===== src/assert_macros.svh =====
// Assertion macros for the stream parser RTL.
// Included by iff8sp_core, which carries the concurrent checks; no other dependencies.
`ifndef ASSERT_MACROS_SVH
`define ASSERT_MACROS_SVH

// Same-cycle implication, disabled while reset is held.
`define ASSERT_IMPL(label, clk, rstn, ante, cons) \
    label: assert property (@(posedge clk) disable iff (!(rstn)) (ante) |-> (cons)) \
        else $error("assertion failed");

// Next-cycle implication, disabled while reset is held.
`define ASSERT_NEXT(label, clk, rstn, ante, cons) \
    label: assert property (@(posedge clk) disable iff (!(rstn)) (ante) |=> (cons)) \
        else $error("assertion failed");

`endif


===== src/iff8sp_pkg.sv =====
// Types and constants for the IFF 8SVX stream parser.
// Used by the parser core, the output register and the top level.
package iff8sp_pkg;

    // Event codes carried in the result tuser field.
    typedef enum logic [2:0] {
        KIND_HEADER   = 3'd0,
        KIND_TEXT     = 3'd1,
        KIND_SAMPLE   = 3'd2,
        KIND_NOT_FORM = 3'd3,
        KIND_NOT_8SVX = 3'd4,
        KIND_END      = 3'd5
    } kind_t;

    // Four-character chunk identifiers, big-endian.
    localparam logic [31:0] TAG_FORM = 32'h464F_524D;
    localparam logic [31:0] TAG_8SVX = 32'h3853_5658;
    localparam logic [31:0] TAG_VHDR = 32'h5648_4452;
    localparam logic [31:0] TAG_BODY = 32'h424F_4459;
    localparam logic [31:0] TAG_ANNO = 32'h414E_4E4F;
    localparam logic [31:0] TAG_NAME = 32'h4E41_4D45;
    localparam logic [31:0] TAG_AUTH = 32'h4155_5448;
    localparam logic [31:0] TAG_COPY = 32'h434F_5059;

    // Voice header size in bytes.
    localparam logic [4:0] VHDR_BYTES = 5'd20;

    // Result of one parsed byte, from the core to the output register.
    typedef struct packed {
        logic       valid;
        kind_t      kind;
        logic [7:0] payload;
        logic [3:0] octave;
        logic       done;
    } result_t;

    // Stored voice header words.
    typedef struct packed {
        logic [31:0] oneshot;
        logic [31:0] repeats;
        logic [31:0] cycle;
        logic [31:0] rate_oct_comp;
        logic [31:0] volume;
    } header_t;

endpackage


===== src/iff_8svx_stream_parser_unit.sv =====
// Top level of the IFF 8SVX stream parser.
// Depends on iff8sp_pkg, iff8sp_core and iff8sp_out_reg.
//
// Usage:
//   The slave channel takes the file one byte per word in s_tdata; s_tlast
//   marks the last byte of the stream. The master channel gives at most one
//   word per input byte: m_tuser holds the event code (voice header ready,
//   text byte, sample byte, not FORM, not 8SVX, end), m_tdata the text or
//   sample byte, its octave and the stored voice header, and m_tlast is set
//   on the word that ends the parse.
//   Throughput is one byte per cycle while s_tready is high, set by the
//   single pass of parse logic between the accepted byte and the result
//   register. The result word of an accepted byte shows in the next cycle.
//   When the receiver stalls, the waiting word holds and s_tready drops
//   until it is taken; a word can be taken and a new byte accepted in the
//   same cycle.
//   Reset (aresetn low, synchronous) returns the parser to waiting for the
//   FORM id, clears the voice header and empties the result register. After
//   the parse ends, further bytes are accepted and dropped until reset.
module iff_8svx_stream_parser_unit #(
    parameter int MAX_OCTAVES = 10
) (
    input  logic         aclk,
    input  logic         aresetn,
    // s_tdata: [7:0] stream_byte
    input  logic [7:0]   s_tdata,
    input  logic         s_tlast,
    input  logic         s_tvalid,
    output logic         s_tready,
    // m_tdata: [7:0] payload_byte, [11:8] octave_number, [43:12] oneshot_count,
    //   [75:44] repeat_count, [107:76] cycle_samples, [123:108] sample_rate,
    //   [131:124] octave_total, [139:132] compression_code,
    //   [171:140] volume_word, [186:172] nyquist_rate, [191:187] zero
    output logic [191:0] m_tdata,
    // m_tuser: [2:0] event_kind
    output logic [2:0]   m_tuser,
    output logic         m_tlast,
    output logic         m_tvalid,
    input  logic         m_tready
);

    logic                s_accept;
    iff8sp_pkg::result_t core_res;
    iff8sp_pkg::result_t out_res;
    iff8sp_pkg::header_t hdr;

    assign s_accept = s_tvalid && s_tready;

    iff8sp_core #(
        .MAX_OCTAVES(MAX_OCTAVES)
    ) u_core (
        .aclk     (aclk),
        .aresetn  (aresetn),
        .accept   (s_accept),
        .in_byte  (s_tdata),
        .in_final (s_tlast),
        .res      (core_res),
        .hdr      (hdr)
    );

    iff8sp_out_reg u_out (
        .aclk      (aclk),
        .aresetn   (aresetn),
        .load_en   (s_accept),
        .res_in    (core_res),
        .out_ready (m_tready),
        .in_ready  (s_tready),
        .res_out   (out_res)
    );

    // The header only changes on accepted bytes, which a stalled word blocks.
    assign m_tvalid = out_res.valid;
    assign m_tuser  = out_res.kind;
    assign m_tlast  = out_res.done;
    assign m_tdata  = {5'd0,
                       hdr.rate_oct_comp[31:17],
                       hdr.volume,
                       hdr.rate_oct_comp[7:0],
                       hdr.rate_oct_comp[15:8],
                       hdr.rate_oct_comp[31:16],
                       hdr.cycle,
                       hdr.repeats,
                       hdr.oneshot,
                       out_res.octave,
                       out_res.payload};

endmodule


===== src/iff8sp_core.sv =====
// Parser state machine for the IFF 8SVX stream parser: one accepted byte per cycle.
// Depends on iff8sp_pkg and assert_macros.svh.
`include "assert_macros.svh"

module iff8sp_core #(
    parameter int MAX_OCTAVES = 10
) (
    input  logic                aclk,
    input  logic                aresetn,
    input  logic                accept,
    input  logic [7:0]          in_byte,
    input  logic                in_final,
    output iff8sp_pkg::result_t res,
    output iff8sp_pkg::header_t hdr
);

    typedef enum logic [3:0] {
        PH_FORM_ID   = 4'd0,
        PH_FORM_LEN  = 4'd1,
        PH_TYPE_ID   = 4'd2,
        PH_CHUNK_HDR = 4'd3,
        PH_VHDR      = 4'd4,
        PH_TEXT      = 4'd5,
        PH_SKIP      = 4'd6,
        PH_BODY      = 4'd7,
        PH_DONE      = 4'd8
    } phase_t;

    phase_t      phase_reg, phase_next;
    logic [31:0] field_shift_reg, field_shift_next;
    logic [4:0]  byte_index_reg, byte_index_next;
    logic [31:0] form_length_reg, form_length_next;
    logic [31:0] running_total_reg, running_total_next;
    logic [31:0] chunk_tag_reg, chunk_tag_next;
    logic [31:0] chunk_remaining_reg, chunk_remaining_next;
    logic [31:0] hs_reg [5];
    logic [31:0] hs_next [5];
    logic [35:0] body_remaining_reg, body_remaining_next;
    logic [35:0] oct_len_reg, oct_len_next;
    logic [3:0]  current_octave_reg, current_octave_next;

    logic [4:0]  bi_inc;
    logic [31:0] total_sum;
    logic [31:0] end_total;
    logic [31:0] unit;
    logic [7:0]  oct_count;
    logic [7:0]  oct_used;
    logic [4:0]  oct_following;
    logic [2:0]  hs_index;
    logic        do_chunk_end;
    logic        ending;
    logic        has_res;
    iff8sp_pkg::kind_t res_kind;
    logic [7:0]  res_payload;
    logic [3:0]  res_octave;

    // Values used by one or more phases.
    assign bi_inc        = byte_index_reg + 5'd1;
    assign total_sum     = running_total_reg + field_shift_next;
    assign unit          = hs_reg[0] + hs_reg[1];
    assign oct_count     = hs_reg[3][15:8];
    assign oct_used      = (oct_count > 8'(MAX_OCTAVES)) ? 8'(MAX_OCTAVES) : oct_count;
    assign oct_following = {1'b0, current_octave_reg} + 5'd1;
    assign hs_index      = bi_inc[4:2] - 3'd1;

    // Next-state logic for one accepted byte.
    always_comb begin
        phase_next           = phase_reg;
        field_shift_next     = field_shift_reg;
        byte_index_next      = byte_index_reg;
        form_length_next     = form_length_reg;
        running_total_next   = running_total_reg;
        chunk_tag_next       = chunk_tag_reg;
        chunk_remaining_next = chunk_remaining_reg;
        for (int i = 0; i < 5; i++) begin
            hs_next[i] = hs_reg[i];
        end
        body_remaining_next  = body_remaining_reg;
        oct_len_next         = oct_len_reg;
        current_octave_next  = current_octave_reg;
        do_chunk_end         = 1'b0;
        end_total            = running_total_reg;
        ending               = 1'b0;
        has_res              = 1'b0;
        res_kind             = iff8sp_pkg::KIND_END;
        res_payload          = 8'd0;
        res_octave           = 4'd0;

        if (accept && phase_reg != PH_DONE) begin
            field_shift_next = {field_shift_reg[23:0], in_byte};

            case (phase_reg)
                PH_FORM_ID: begin
                    byte_index_next = bi_inc;
                    if (bi_inc == 5'd4) begin
                        byte_index_next = 5'd0;
                        if (field_shift_next == iff8sp_pkg::TAG_FORM) begin
                            phase_next = PH_FORM_LEN;
                        end else begin
                            has_res  = 1'b1;
                            res_kind = iff8sp_pkg::KIND_NOT_FORM;
                            ending   = 1'b1;
                        end
                    end
                end
                PH_FORM_LEN: begin
                    byte_index_next = bi_inc;
                    if (bi_inc == 5'd4) begin
                        byte_index_next  = 5'd0;
                        form_length_next = field_shift_next;
                        phase_next       = PH_TYPE_ID;
                    end
                end
                PH_TYPE_ID: begin
                    byte_index_next = bi_inc;
                    if (bi_inc == 5'd4) begin
                        byte_index_next = 5'd0;
                        if (field_shift_next != iff8sp_pkg::TAG_8SVX) begin
                            has_res  = 1'b1;
                            res_kind = iff8sp_pkg::KIND_NOT_8SVX;
                            ending   = 1'b1;
                        end else if (running_total_reg >= form_length_reg) begin
                            ending = 1'b1;
                        end else begin
                            phase_next = PH_CHUNK_HDR;
                        end
                    end
                end
                PH_CHUNK_HDR: begin
                    byte_index_next = bi_inc;
                    if (bi_inc == 5'd4) begin
                        chunk_tag_next = field_shift_next;
                    end else if (bi_inc >= 5'd8) begin
                        // Header complete: account for the length and dispatch.
                        byte_index_next      = 5'd0;
                        chunk_remaining_next = field_shift_next;
                        running_total_next   = total_sum;
                        end_total            = total_sum;
                        if (chunk_tag_reg == iff8sp_pkg::TAG_VHDR) begin
                            phase_next = PH_VHDR;
                        end else if (chunk_tag_reg == iff8sp_pkg::TAG_BODY) begin
                            if (oct_used == 8'd0 || unit == 32'd0) begin
                                do_chunk_end = 1'b1;
                            end else begin
                                current_octave_next = 4'd0;
                                body_remaining_next = {4'd0, unit};
                                oct_len_next        = {4'd0, unit};
                                phase_next          = PH_BODY;
                            end
                        end else if (chunk_tag_reg == iff8sp_pkg::TAG_ANNO ||
                                     chunk_tag_reg == iff8sp_pkg::TAG_NAME ||
                                     chunk_tag_reg == iff8sp_pkg::TAG_AUTH ||
                                     chunk_tag_reg == iff8sp_pkg::TAG_COPY) begin
                            if (field_shift_next == 32'd0) begin
                                do_chunk_end = 1'b1;
                            end else begin
                                phase_next = PH_TEXT;
                            end
                        end else begin
                            if (field_shift_next == 32'd0) begin
                                do_chunk_end = 1'b1;
                            end else begin
                                phase_next = PH_SKIP;
                            end
                        end
                    end
                end
                PH_VHDR: begin
                    // Every fourth byte completes one header word.
                    byte_index_next = bi_inc;
                    if (bi_inc[1:0] == 2'd0) begin
                        for (int i = 0; i < 5; i++) begin
                            if (hs_index == 3'(i)) begin
                                hs_next[i] = field_shift_next;
                            end
                        end
                    end
                    if (bi_inc >= iff8sp_pkg::VHDR_BYTES) begin
                        byte_index_next = 5'd0;
                        has_res         = 1'b1;
                        res_kind        = iff8sp_pkg::KIND_HEADER;
                        do_chunk_end    = 1'b1;
                    end
                end
                PH_TEXT: begin
                    has_res              = 1'b1;
                    res_kind             = iff8sp_pkg::KIND_TEXT;
                    res_payload          = in_byte;
                    chunk_remaining_next = chunk_remaining_reg - 32'd1;
                    if (chunk_remaining_next == 32'd0) begin
                        do_chunk_end = 1'b1;
                    end
                end
                PH_SKIP: begin
                    chunk_remaining_next = chunk_remaining_reg - 32'd1;
                    if (chunk_remaining_next == 32'd0) begin
                        do_chunk_end = 1'b1;
                    end
                end
                PH_BODY: begin
                    // Octave l holds unit * (l + 1) bytes; the length grows by unit.
                    has_res             = 1'b1;
                    res_kind            = iff8sp_pkg::KIND_SAMPLE;
                    res_payload         = in_byte;
                    res_octave          = current_octave_reg;
                    body_remaining_next = body_remaining_reg - 36'd1;
                    if (body_remaining_next == 36'd0) begin
                        if ({3'd0, oct_following} < oct_used) begin
                            current_octave_next = oct_following[3:0];
                            oct_len_next        = oct_len_reg + {4'd0, unit};
                            body_remaining_next = oct_len_next;
                        end else begin
                            do_chunk_end = 1'b1;
                        end
                    end
                end
                default: begin
                    phase_next = PH_DONE;
                end
            endcase

            // Chunk boundary: stop once the summed lengths reach the FORM length.
            if (do_chunk_end) begin
                if (end_total >= form_length_reg) begin
                    ending = 1'b1;
                end else begin
                    phase_next      = PH_CHUNK_HDR;
                    byte_index_next = 5'd0;
                end
            end

            if (in_final) begin
                ending = 1'b1;
            end
            if (ending) begin
                phase_next = PH_DONE;
                if (!has_res) begin
                    has_res  = 1'b1;
                    res_kind = iff8sp_pkg::KIND_END;
                end
            end
        end
    end

    // State registers.
    always_ff @(posedge aclk) begin
        if (!aresetn) begin
            phase_reg           <= PH_FORM_ID;
            field_shift_reg     <= 32'd0;
            byte_index_reg      <= 5'd0;
            form_length_reg     <= 32'd0;
            running_total_reg   <= 32'd0;
            chunk_tag_reg       <= 32'd0;
            chunk_remaining_reg <= 32'd0;
            for (int i = 0; i < 5; i++) begin
                hs_reg[i] <= 32'd0;
            end
            body_remaining_reg  <= 36'd0;
            oct_len_reg         <= 36'd0;
            current_octave_reg  <= 4'd0;
        end else begin
            phase_reg           <= phase_next;
            field_shift_reg     <= field_shift_next;
            byte_index_reg      <= byte_index_next;
            form_length_reg     <= form_length_next;
            running_total_reg   <= running_total_next;
            chunk_tag_reg       <= chunk_tag_next;
            chunk_remaining_reg <= chunk_remaining_next;
            for (int i = 0; i < 5; i++) begin
                hs_reg[i] <= hs_next[i];
            end
            body_remaining_reg  <= body_remaining_next;
            oct_len_reg         <= oct_len_next;
            current_octave_reg  <= current_octave_next;
        end
    end

    // Result of this byte and the header as the header registers hold it.
    assign res.valid   = accept && has_res;
    assign res.kind    = res_kind;
    assign res.payload = res_payload;
    assign res.octave  = res_octave;
    assign res.done    = ending;

    assign hdr.oneshot       = hs_reg[0];
    assign hdr.repeats       = hs_reg[1];
    assign hdr.cycle         = hs_reg[2];
    assign hdr.rate_oct_comp = hs_reg[3];
    assign hdr.volume        = hs_reg[4];

    // Once the parse is over it stays over and stays silent.
    `ASSERT_NEXT(a_done_sticky, aclk, aresetn, phase_reg == PH_DONE, phase_reg == PH_DONE)
    `ASSERT_IMPL(a_done_silent, aclk, aresetn, accept && phase_reg == PH_DONE, !res.valid)
    `ASSERT_IMPL(a_octave_range, aclk, aresetn,
        res.valid && res.kind == iff8sp_pkg::KIND_SAMPLE,
        {1'b0, res.octave} < 5'(MAX_OCTAVES))
    `ASSERT_IMPL(a_stop_kinds_done, aclk, aresetn,
        res.valid && (res.kind == iff8sp_pkg::KIND_NOT_FORM ||
        res.kind == iff8sp_pkg::KIND_NOT_8SVX || res.kind == iff8sp_pkg::KIND_END),
        res.done)

endmodule


===== src/iff8sp_out_reg.sv =====
// Result register of the IFF 8SVX stream parser, with upstream ready.
// Depends on iff8sp_pkg.
module iff8sp_out_reg (
    input  logic                aclk,
    input  logic                aresetn,
    input  logic                load_en,
    input  iff8sp_pkg::result_t res_in,
    input  logic                out_ready,
    output logic                in_ready,
    output iff8sp_pkg::result_t res_out
);

    logic                valid_reg, valid_next;
    iff8sp_pkg::result_t data_reg, data_next;

    // A new word may enter when the register is empty or being emptied.
    assign in_ready = !valid_reg || out_ready;

    always_comb begin
        valid_next = valid_reg;
        data_next  = data_reg;
        if (load_en && res_in.valid) begin
            valid_next = 1'b1;
            data_next  = res_in;
        end else if (out_ready) begin
            valid_next = 1'b0;
        end
    end

    always_ff @(posedge aclk) begin
        if (!aresetn) begin
            valid_reg <= 1'b0;
        end else begin
            valid_reg <= valid_next;
        end
        data_reg <= data_next;
    end

    always_comb begin
        res_out       = data_reg;
        res_out.valid = valid_reg;
    end

endmodule

===== config.mk =====
export PLATFORM = sky130hd
export DESIGN_NAME = iff_8svx_stream_parser_unit
export DESIGN_NICKNAME = d
export VERILOG_FILES = /design/src/iff8sp_pkg.sv /design/src/iff_8svx_stream_parser_unit.sv /design/src/iff8sp_core.sv /design/src/iff8sp_out_reg.sv
export VERILOG_INCLUDE_DIRS = /design/src /design/src/src
export SDC_FILE = /design/constraint.sdc
export NUM_CORES = 1
export LEC_CHECK = 0
export BUFFER_PORTS_ARGS = -buffer_cell sky130_fd_sc_hd__buf_2
export CAP_MARGIN = 30
export CORE_ASPECT_RATIO = 1.75
export CORE_UTILIZATION = 45
export CTS_CLUSTER_DIAMETER = 100
export DETAILED_ROUTE_END_ITERATION = 10
export GPL_TIMING_DRIVEN = 0
export PLACE_DENSITY = 0.6
export SYNTH_ARGS = -nofsm -noshare
export SYNTH_HDL_FRONTEND = slang
export SYNTH_SLANG_ARGS = --single-unit

===== constraint.sdc =====
create_clock -name aclk -period 19.7 [get_ports aclk]
set_input_delay 2.955 -clock aclk [delete_from_list [all_inputs] [get_ports aclk]]
set_output_delay 2.955 -clock aclk [all_outputs]
set_load 0.1 [all_outputs]

==> flow_summary.ini, run 1 <==
[die]
num_io_pins = 211
placeableCoreArea_um2 = 57200
start_util_pct = 45.6
die_w_um = 184
dieHeight_um = 320
die_area_um2 = 58900
fp-row-count = 116

[global_routing]
overflow = 0
grt_start_max_net_pins = 16
gr-usage-all-layers_pct = 38.3
antenna_violations_before_repair = 5
grt_pass1_wl_mm = 166
first_global_vias = 26426

[cts]
insertion_delay_ps = 600
cts_post_setup_buffers_inserted = 0
root_buffer = clkbuf_16
tritoncts.num_buffers = 43
count_of_instances_resized_after_the_clock_tree_is_built = 0
cts_max_level = 2
tritoncts_num_sinks = 422
ctsLongestPathBuffers = 3
cts.reportedPaths.clkPinSlew_ps = 70
cts_hold_repair.buffers = 0
tritoncts_clock_tree = done

[place]
dpl.hpwl_mm = 89.1
place_inst = 4529
gp_congestion = 1.01
place.port_buffers = 205
post-place-ws_ps = 8000

[detailed_routing]
detail_route.wirelength_mm = 115
drt_pass1_iterations = 8
antenna_violating_nets_post_route = 0
remaining_drc_errors = 0
detail_route.vias_per_cell = 6.06
drt_first_iter_violations = 2220
detail_route.wl_per_cell_um = 24.9
dr_total_vias = 27958

[run_status]
status = completed

[critical_path]
setup.reg_to_reg.worst_slack_ps = 10630
worst-endpoint-arrival_ps = 11510
timing_worst_setup_path_type = input pin to flip-flop
type_of_element_capturing_the_critical_path = flip-flop
r2r-start = u_out.valid_reg
worst_setup_path_start_kind = input pin
biggest_fanout_along_the_worst_timing_path = 10
ff_to_ff_path_depth = 26
slowest_stage = a21oi_1
cp_data_required_time_ps = 20000
reg2reg_to = u_out.res_out[6]
crit_path_max_incr_delay_ps = 890

[finish]
final.fill_count = 5881
layout.cells.non_filler = 4615
multi_input_area_um2 = 16100
area.growth.synth_to_final_pct = 15.4
largest_register_ffs = 160
post_route_cells_drive_above_1_share_pct = 11.1
layout.nets = 3994
register_cell_area_after_layout_um2 = 8610

[timing]
setup_repair_after_global_routing_missed_its_margin = no
setup_ws_ps = 8500
final-max-slew-violation-count = 0
fin_crit_ps = 11200
tns_ps = 0
clock-skew-final_ps = 25.3
final_hold_violation_count = 0
final-setup-viol-count = 0
hold_slack_ps = 451
worstMarginPinSlew_ps = 1100
max_freq_mhz = 89.3
min_period_over_period_pct = 56.9
maxSlewHeadroom_pct = 26.4

[synth]
syn_area_um2 = 26100
synth_sequential_area_ratio_pct = 33.0
post_synth_inst_count = 3520
synthDominantCellAreaShare_pct = 31.2
synth_area_per_cell_um2 = 7.40
synth.area.top_cells = dfxtp_1 (31%), nand2_1 (11%), a21oi_1 (9.7%)
async_flop_share_pct = 0
yosysWarnings = 0
ys_seq_elements = 422
synth_largest_area_cell = dfxtp_1
synth_cell_types = 100
ys.flop_type = dfxtp_1
synth-edff-count = 16

[min_path]
min_delay_path_depth = 2
worst_hold_startpoint = u_core.chunk_tag_reg[13]
timing.hold.worst_endpoint = u_core.chunk_tag_reg[13]
min-delay-path-class = flip-flop to flip-flop

[power_and_ir_drop]
p_leak_nw = 12.5
vdd_ir_drop_max_mv = 0.102
power-per-cell-area_nw_per_um2 = 63.6

[job]
max-cap-violations = 0
## logic make-up (layout without fill, tap and decap cells)
| family | Yosys count | after routing | synth area share [%] |
|---|---|---|---|
| other cells | 2 | 11 | 0.0288 |
| simple gates | 1466 | 1466 | 25.5 |
| fa+ha+maj | 172 | 172 | 8.35 |
| xor+xnor | 109 | 109 | 3.66 |
| flops | 422 | 422 | 33.0 |
| buf+inv | 318 | 637 | 5.14 |
| mux | 12 | 12 | 0.485 |
| compound gates | 1019 | 1019 | 23.8 |
## cell usage after synthesis, types with 15 or more instances
| library cell | count |
|---|---|
| nand2_1 | 787 |
| a31oi_1 | 30 |
| or3_1 | 24 |
| nor3_1 | 72 |
| and3_1 | 29 |
| xor2_1 | 42 |
| o21ai_0 | 137 |
| nor4_1 | 33 |
| nand3_1 | 66 |
| o21bai_1 | 20 |
| xnor2_1 | 67 |
| and2_1 | 32 |
| dfxtp_1 | 406 |
| buf_2 | 15 |
| or2_2 | 15 |
| edfxtp_1 | 16 |
| nor2_1 | 237 |
| a21oi_1 | 507 |
| a211oi_1 | 41 |
| ha_1 | 169 |
| buf_4 | 22 |
| nand4_1 | 51 |
| nand2b_1 | 30 |
| a21o_1 | 81 |
| nor2b_1 | 17 |
| clkbuf_1 | 192 |
| inv_1 | 71 |
| o21a_1 | 22 |
| o21ai_1 | 29 |
## routing by layer
metal / part of all wire, % / GRT usage [%] / up-vias
li1: - / - / 12989
met4: 9.9 / 33.8 / 2
met5: 0.016 / 0 / -
met1: 35 / 39.3 / 13262
met3: 5.8 / 5.39 / 489
met2: 50 / 67.3 / 1216
## cell usage in the layout (no fill, tap or decap), types with 9 or more instances in the layout
cell type / instances
a211oi_1: 40
a21o_1: 81
a21oi_1: 507
a22oi_1: 12
a311oi_1: 10
a31oi_1: 29
and2_1: 32
and3_1: 29
buf_1: 9
buf_2: 225
buf_4: 22
buf_6: 9
buf_8: 27
clkbuf_1: 200
clkbuf_16: 44
dfxtp_1: 406
edfxtp_1: 16
ha_1: 169
inv_1: 71
nand2_1: 787
nand2b_1: 30
nand3_1: 66
nand4_1: 51
nor2_1: 237
nor2b_1: 17
nor3_1: 72
nor3b_1: 10
nor4_1: 33
nor4b_1: 11
o21a_1: 22
o21ai_0: 137
o21ai_1: 29
o21bai_1: 20
o221a_2: 11
o22ai_1: 9
or2_2: 15
or3_1: 24
or4_1: 12
xnor2_1: 67
xor2_1: 42
## where the power goes
| part | internal [W] | switching (W) | total (W) |
|---|---|---|---|
| clock network | 0.000524 | 0.000388 | 0.000912 |
| registers | 0.000863 | 0.00000436 | 0.000867 |
| logic | 0.0000314 | 0.000102 | 0.000134 |
## per-stage QoR
stage / power (W) / cell area [µm²] / utilization [%]
floorplan: 0.000955 / 26100 / -
global placement: 0.00101 / 28100 / 49.1
detailed placement: 0.00102 / 28500 / 49.9
CTS: 0.00191 / 30000 / 52.5
global route: 0.00195 / 30100 / 52.6
finish: 0.00191 / 30100 / 52.6
## critical path: cells and delay by family
kind	cells	cell delay [ps]
AOI/OAI and AO/OA	13	5010
xor gates and xnor gates	1	120
adders and majority gates	2	560
buffers and inverters	4	1370
and+or+nand+nor	7	1470
## area by class of cell
cell class                 count  area share (%)
antenna                        5          0.0416
inverter                      74           0.924
timing repair buffer         240            4.96
multi-input combinational   2784            53.7
clock inverter                22            1.09
tap                          767            3.19
clock buffer                  57            3.99
buffer                       244            3.53
sequential                   422            28.6
## how the worst max path moves through the flow
stage	startpoint	endpoint	depth (start not counted)
after detailed placement	m_tready	u_out.res_out[6]	27
after floorplan	m_tready	u_out.res_out[0]	31
after global placement	m_tready	u_out.res_out[6]	26
final	m_tready	u_out.res_out[6]	27
after CTS	m_tready	u_out.res_out[6]	27
after global routing	m_tready	u_out.res_out[6]	27
(Power assumes the default switching activity.)
==> inputs of run 2 (changes only) <==
ABC_AREA = 1   (was default)
clock period = 10.4 ns   (was 19.7 ns; I/O delays follow)
==> flow_summary.ini, run 2 <==
[timing]
maxSlewHeadroom_pct = 29.9
max_freq_mhz = 102
tns_ps = 0
final_hold_violation_count = 0
min_period_over_period_pct = 94.1
hold_slack_ps = 443
fin_crit_ps = 9790
clock-skew-final_ps = 24.7
setup_ws_ps = 615
setup_repair_after_global_routing_missed_its_margin = no
final-max-slew-violation-count = 0
worstMarginPinSlew_ps = 1050
final-setup-viol-count = 0

[synth]
synth_area_per_cell_um2 = 6.80
ys_seq_elements = 422
synth_sequential_area_ratio_pct = 32.5
synth_cell_types = 59
async_flop_share_pct = 0
post_synth_inst_count = 3891
yosysMostFrequentCell = nand2_1
yosysWarnings = 0
syn_area_um2 = 26500
post_synth_most_frequent_cells = nand2_1 (709), nor2_1 (487), inv_1 (443), a21oi_1 (413), dfxtp_1 (406)
synth.area.top_cells = dfxtp_1 (31%), nand2_1 (10%), ha_1 (8.0%)
synth-edff-count = 16
synth_largest_area_cell = dfxtp_1
ys.flop_type = dfxtp_1
synthDominantCellAreaShare_pct = 30.7

[critical_path]
worst_setup_path_start_kind = input pin
type_of_element_capturing_the_critical_path = flip-flop
timing_worst_setup_path_type = input pin to flip-flop
timing.critical_path.depth = 33
crit_path_max_incr_delay_ps = 740
ff_to_ff_path_depth = 31
cp_data_required_time_ps = 10590
r2r-start = u_out.valid_reg
critical-path-top-delay-family = compound AO/OA/AOI/OAI gates
worst-endpoint-arrival_ps = 9970
reg2reg_to = u_out.res_out[1]
setup.reg_to_reg.worst_slack_ps = 1370
crit_end = u_out.res_out[1]
critPathLaunch = m_tready
cp.buffers_inverters = 8
cp_common_cell = nand2_1
biggest_fanout_along_the_worst_timing_path = 16
slowest_stage = clkbuf_1

[die]
fp-row-count = 117
num_io_pins = 211
placeableCoreArea_um2 = 58100
die_area_um2 = 59800
die_w_um = 185
dieHeight_um = 323
start_util_pct = 45.5

[power_and_ir_drop]
vdd_ir_drop_max_mv = 0.103
p_leak_nw = 14.1
power-per-cell-area_nw_per_um2 = 124
power_report.internal_total_w = 0.00268
p_sw_share_pct = 27.8
netSwitchingPower_w = 0.00103
power.share.sequential_pct = 45.2
design_power_total_w = 0.00370
portion_of_total_power_attributed_to_the_clock_network_pct = 43.9
p_comb_share_pct = 10.9

[cts]
ctsLongestPathBuffers = 3
count_of_instances_resized_after_the_clock_tree_is_built = 0
tritoncts_num_sinks = 422
insertion_delay_ps = 580
root_buffer = clkbuf_16
cts_post_setup_buffers_inserted = 0
tritoncts_clock_tree = done
cts_hold_repair.buffers = 0
tritoncts.num_buffers = 42
cts_max_level = 2
cts.reportedPaths.clkPinSlew_ps = 60

[min_path]
worst_hold_startpoint = u_core.hs_reg[0][156]
min_delay_path_depth = 2
min-delay-path-class = flip-flop to flip-flop

[global_routing]
first_global_vias = 27404
grt_start_max_net_pins = 17
overflow = 0
gr-usage-all-layers_pct = 39.9
grt_pass1_wl_mm = 173
antenna_violations_before_repair = 5

[place]
gp_congestion = 1.03
post-place-ws_ps = 275
place_inst = 4876
dpl.hpwl_mm = 93.6
place.port_buffers = 204

[finish]
largest_register_ffs = 160
area.growth.synth_to_final_pct = 13.1
layout.cells.non_filler = 4952
final_cell_mix = nand2_1 (709), nor2_1 (487), inv_1 (443), a21oi_1 (413), dfxtp_1 (406)
multi_input_area_um2 = 15400
final.fill_count = 6205
register_cell_area_after_layout_um2 = 8610
layout_commonest_cell = nand2_1
layout.nets = 4333
post_route_cells_drive_above_1_share_pct = 8.83

[detailed_routing]
antenna_violating_nets_post_route = 0
wl_met2_mm = 59.3
met3_wirelength_mm = 8.13
drt_pass1_iterations = 6
detail_route.wirelength_mm = 120
dr_total_vias = 28239
remaining_drc_errors = 0
detail_route.vias_per_cell = 5.70
detail_route.wl_per_cell_um = 24.2
top_layer_used = met5
post_route_m1_wl_mm = 39.5
drt_first_iter_violations = 2353

[job]
max-cap-violations = 0

[run_status]
status = completed
-- run 2: changes by cell type in the layout (fill, tap and decap cells not counted), sizes merged, moves of 30 or more --
cell / delta
a21o: -70
nand3: +93
clkbuf: -71
nand2b: -30
and2: -31
o21ai: +237
inv: +375
a21oi: -98
nand2: -70
buf: -34
nor2: +258
xor2: +35
-- run 2: worst min path at each step --
stage | end | slack (ps)
3_3_place_gp | u_core.hs_reg[0][155] | 430
4_1_cts | u_core.hs_reg[0][134] | 450
6_report | u_core.hs_reg[0][156] | 440
5_1_grt | u_core.hs_reg[0][135] | 470
2_1_floorplan | u_core.current_octave_reg[3] | 440
3_5_place_dp | u_core.hs_reg[0][158] | 430
-- run 2: final cells by class --
type	instances	area share (%)
diodes	1	0.00836
inverters	462	5.80
flip-flops and latches	422	28.7
clock inverters	14	0.518
well taps	773	3.23
plain buffers	167	2.51
multi-input cells	2844	51.4
repair buffers	209	3.60
clock buffers	60	4.22
-- run 2: per-stage QoR --
step | instance area, µm² | utilization [%]
final | 29900 | 51.5
after floorplan | 26500 | -
after CTS | 29900 | 51.5
after detailed placement | 28500 | 49.1
after global placement | 28500 | 49.0
after global routing | 29900 | 51.5
-- run 2: layer usage --
layer	track usage, %	up-vias
met3	9.34	510
met2	70.5	1143
met4	37.0	8
met5	0	-
met1	37.5	13079
li1	-	13499
-- run 2: power groups by stage --
stage                     Sequential, W  Clock [W]  Combinational, W
final                           0.00168    0.00163          0.000403
after global routing            0.00168    0.00169          0.000434
after CTS                       0.00167    0.00163          0.000394
after detailed placement        0.00171          0          0.000392
after global placement          0.00171          0          0.000390
after floorplan                 0.00172          0          0.000233
-- run 2: logic make-up (layout without fill, tap and decap cells) --
group	count (synthesis)	in the layout	share of synthesized area (%)
simple gates	1539	1539	24.5
compound gates	1000	1000	21.1
buf+inv	629	912	9.40
flops	422	422	32.5
fa+ha+maj	172	172	8.22
xor+xnor	127	127	4.20
other cells	2	7	0.0284
-- run 2: worst min-delay path, delay by kind of cell (launching register included) --
family	cells	cell delay (ps)
flip-flops	1	300
AO/OA/AOI/OAI	1	50
buffers and inverters	1	40
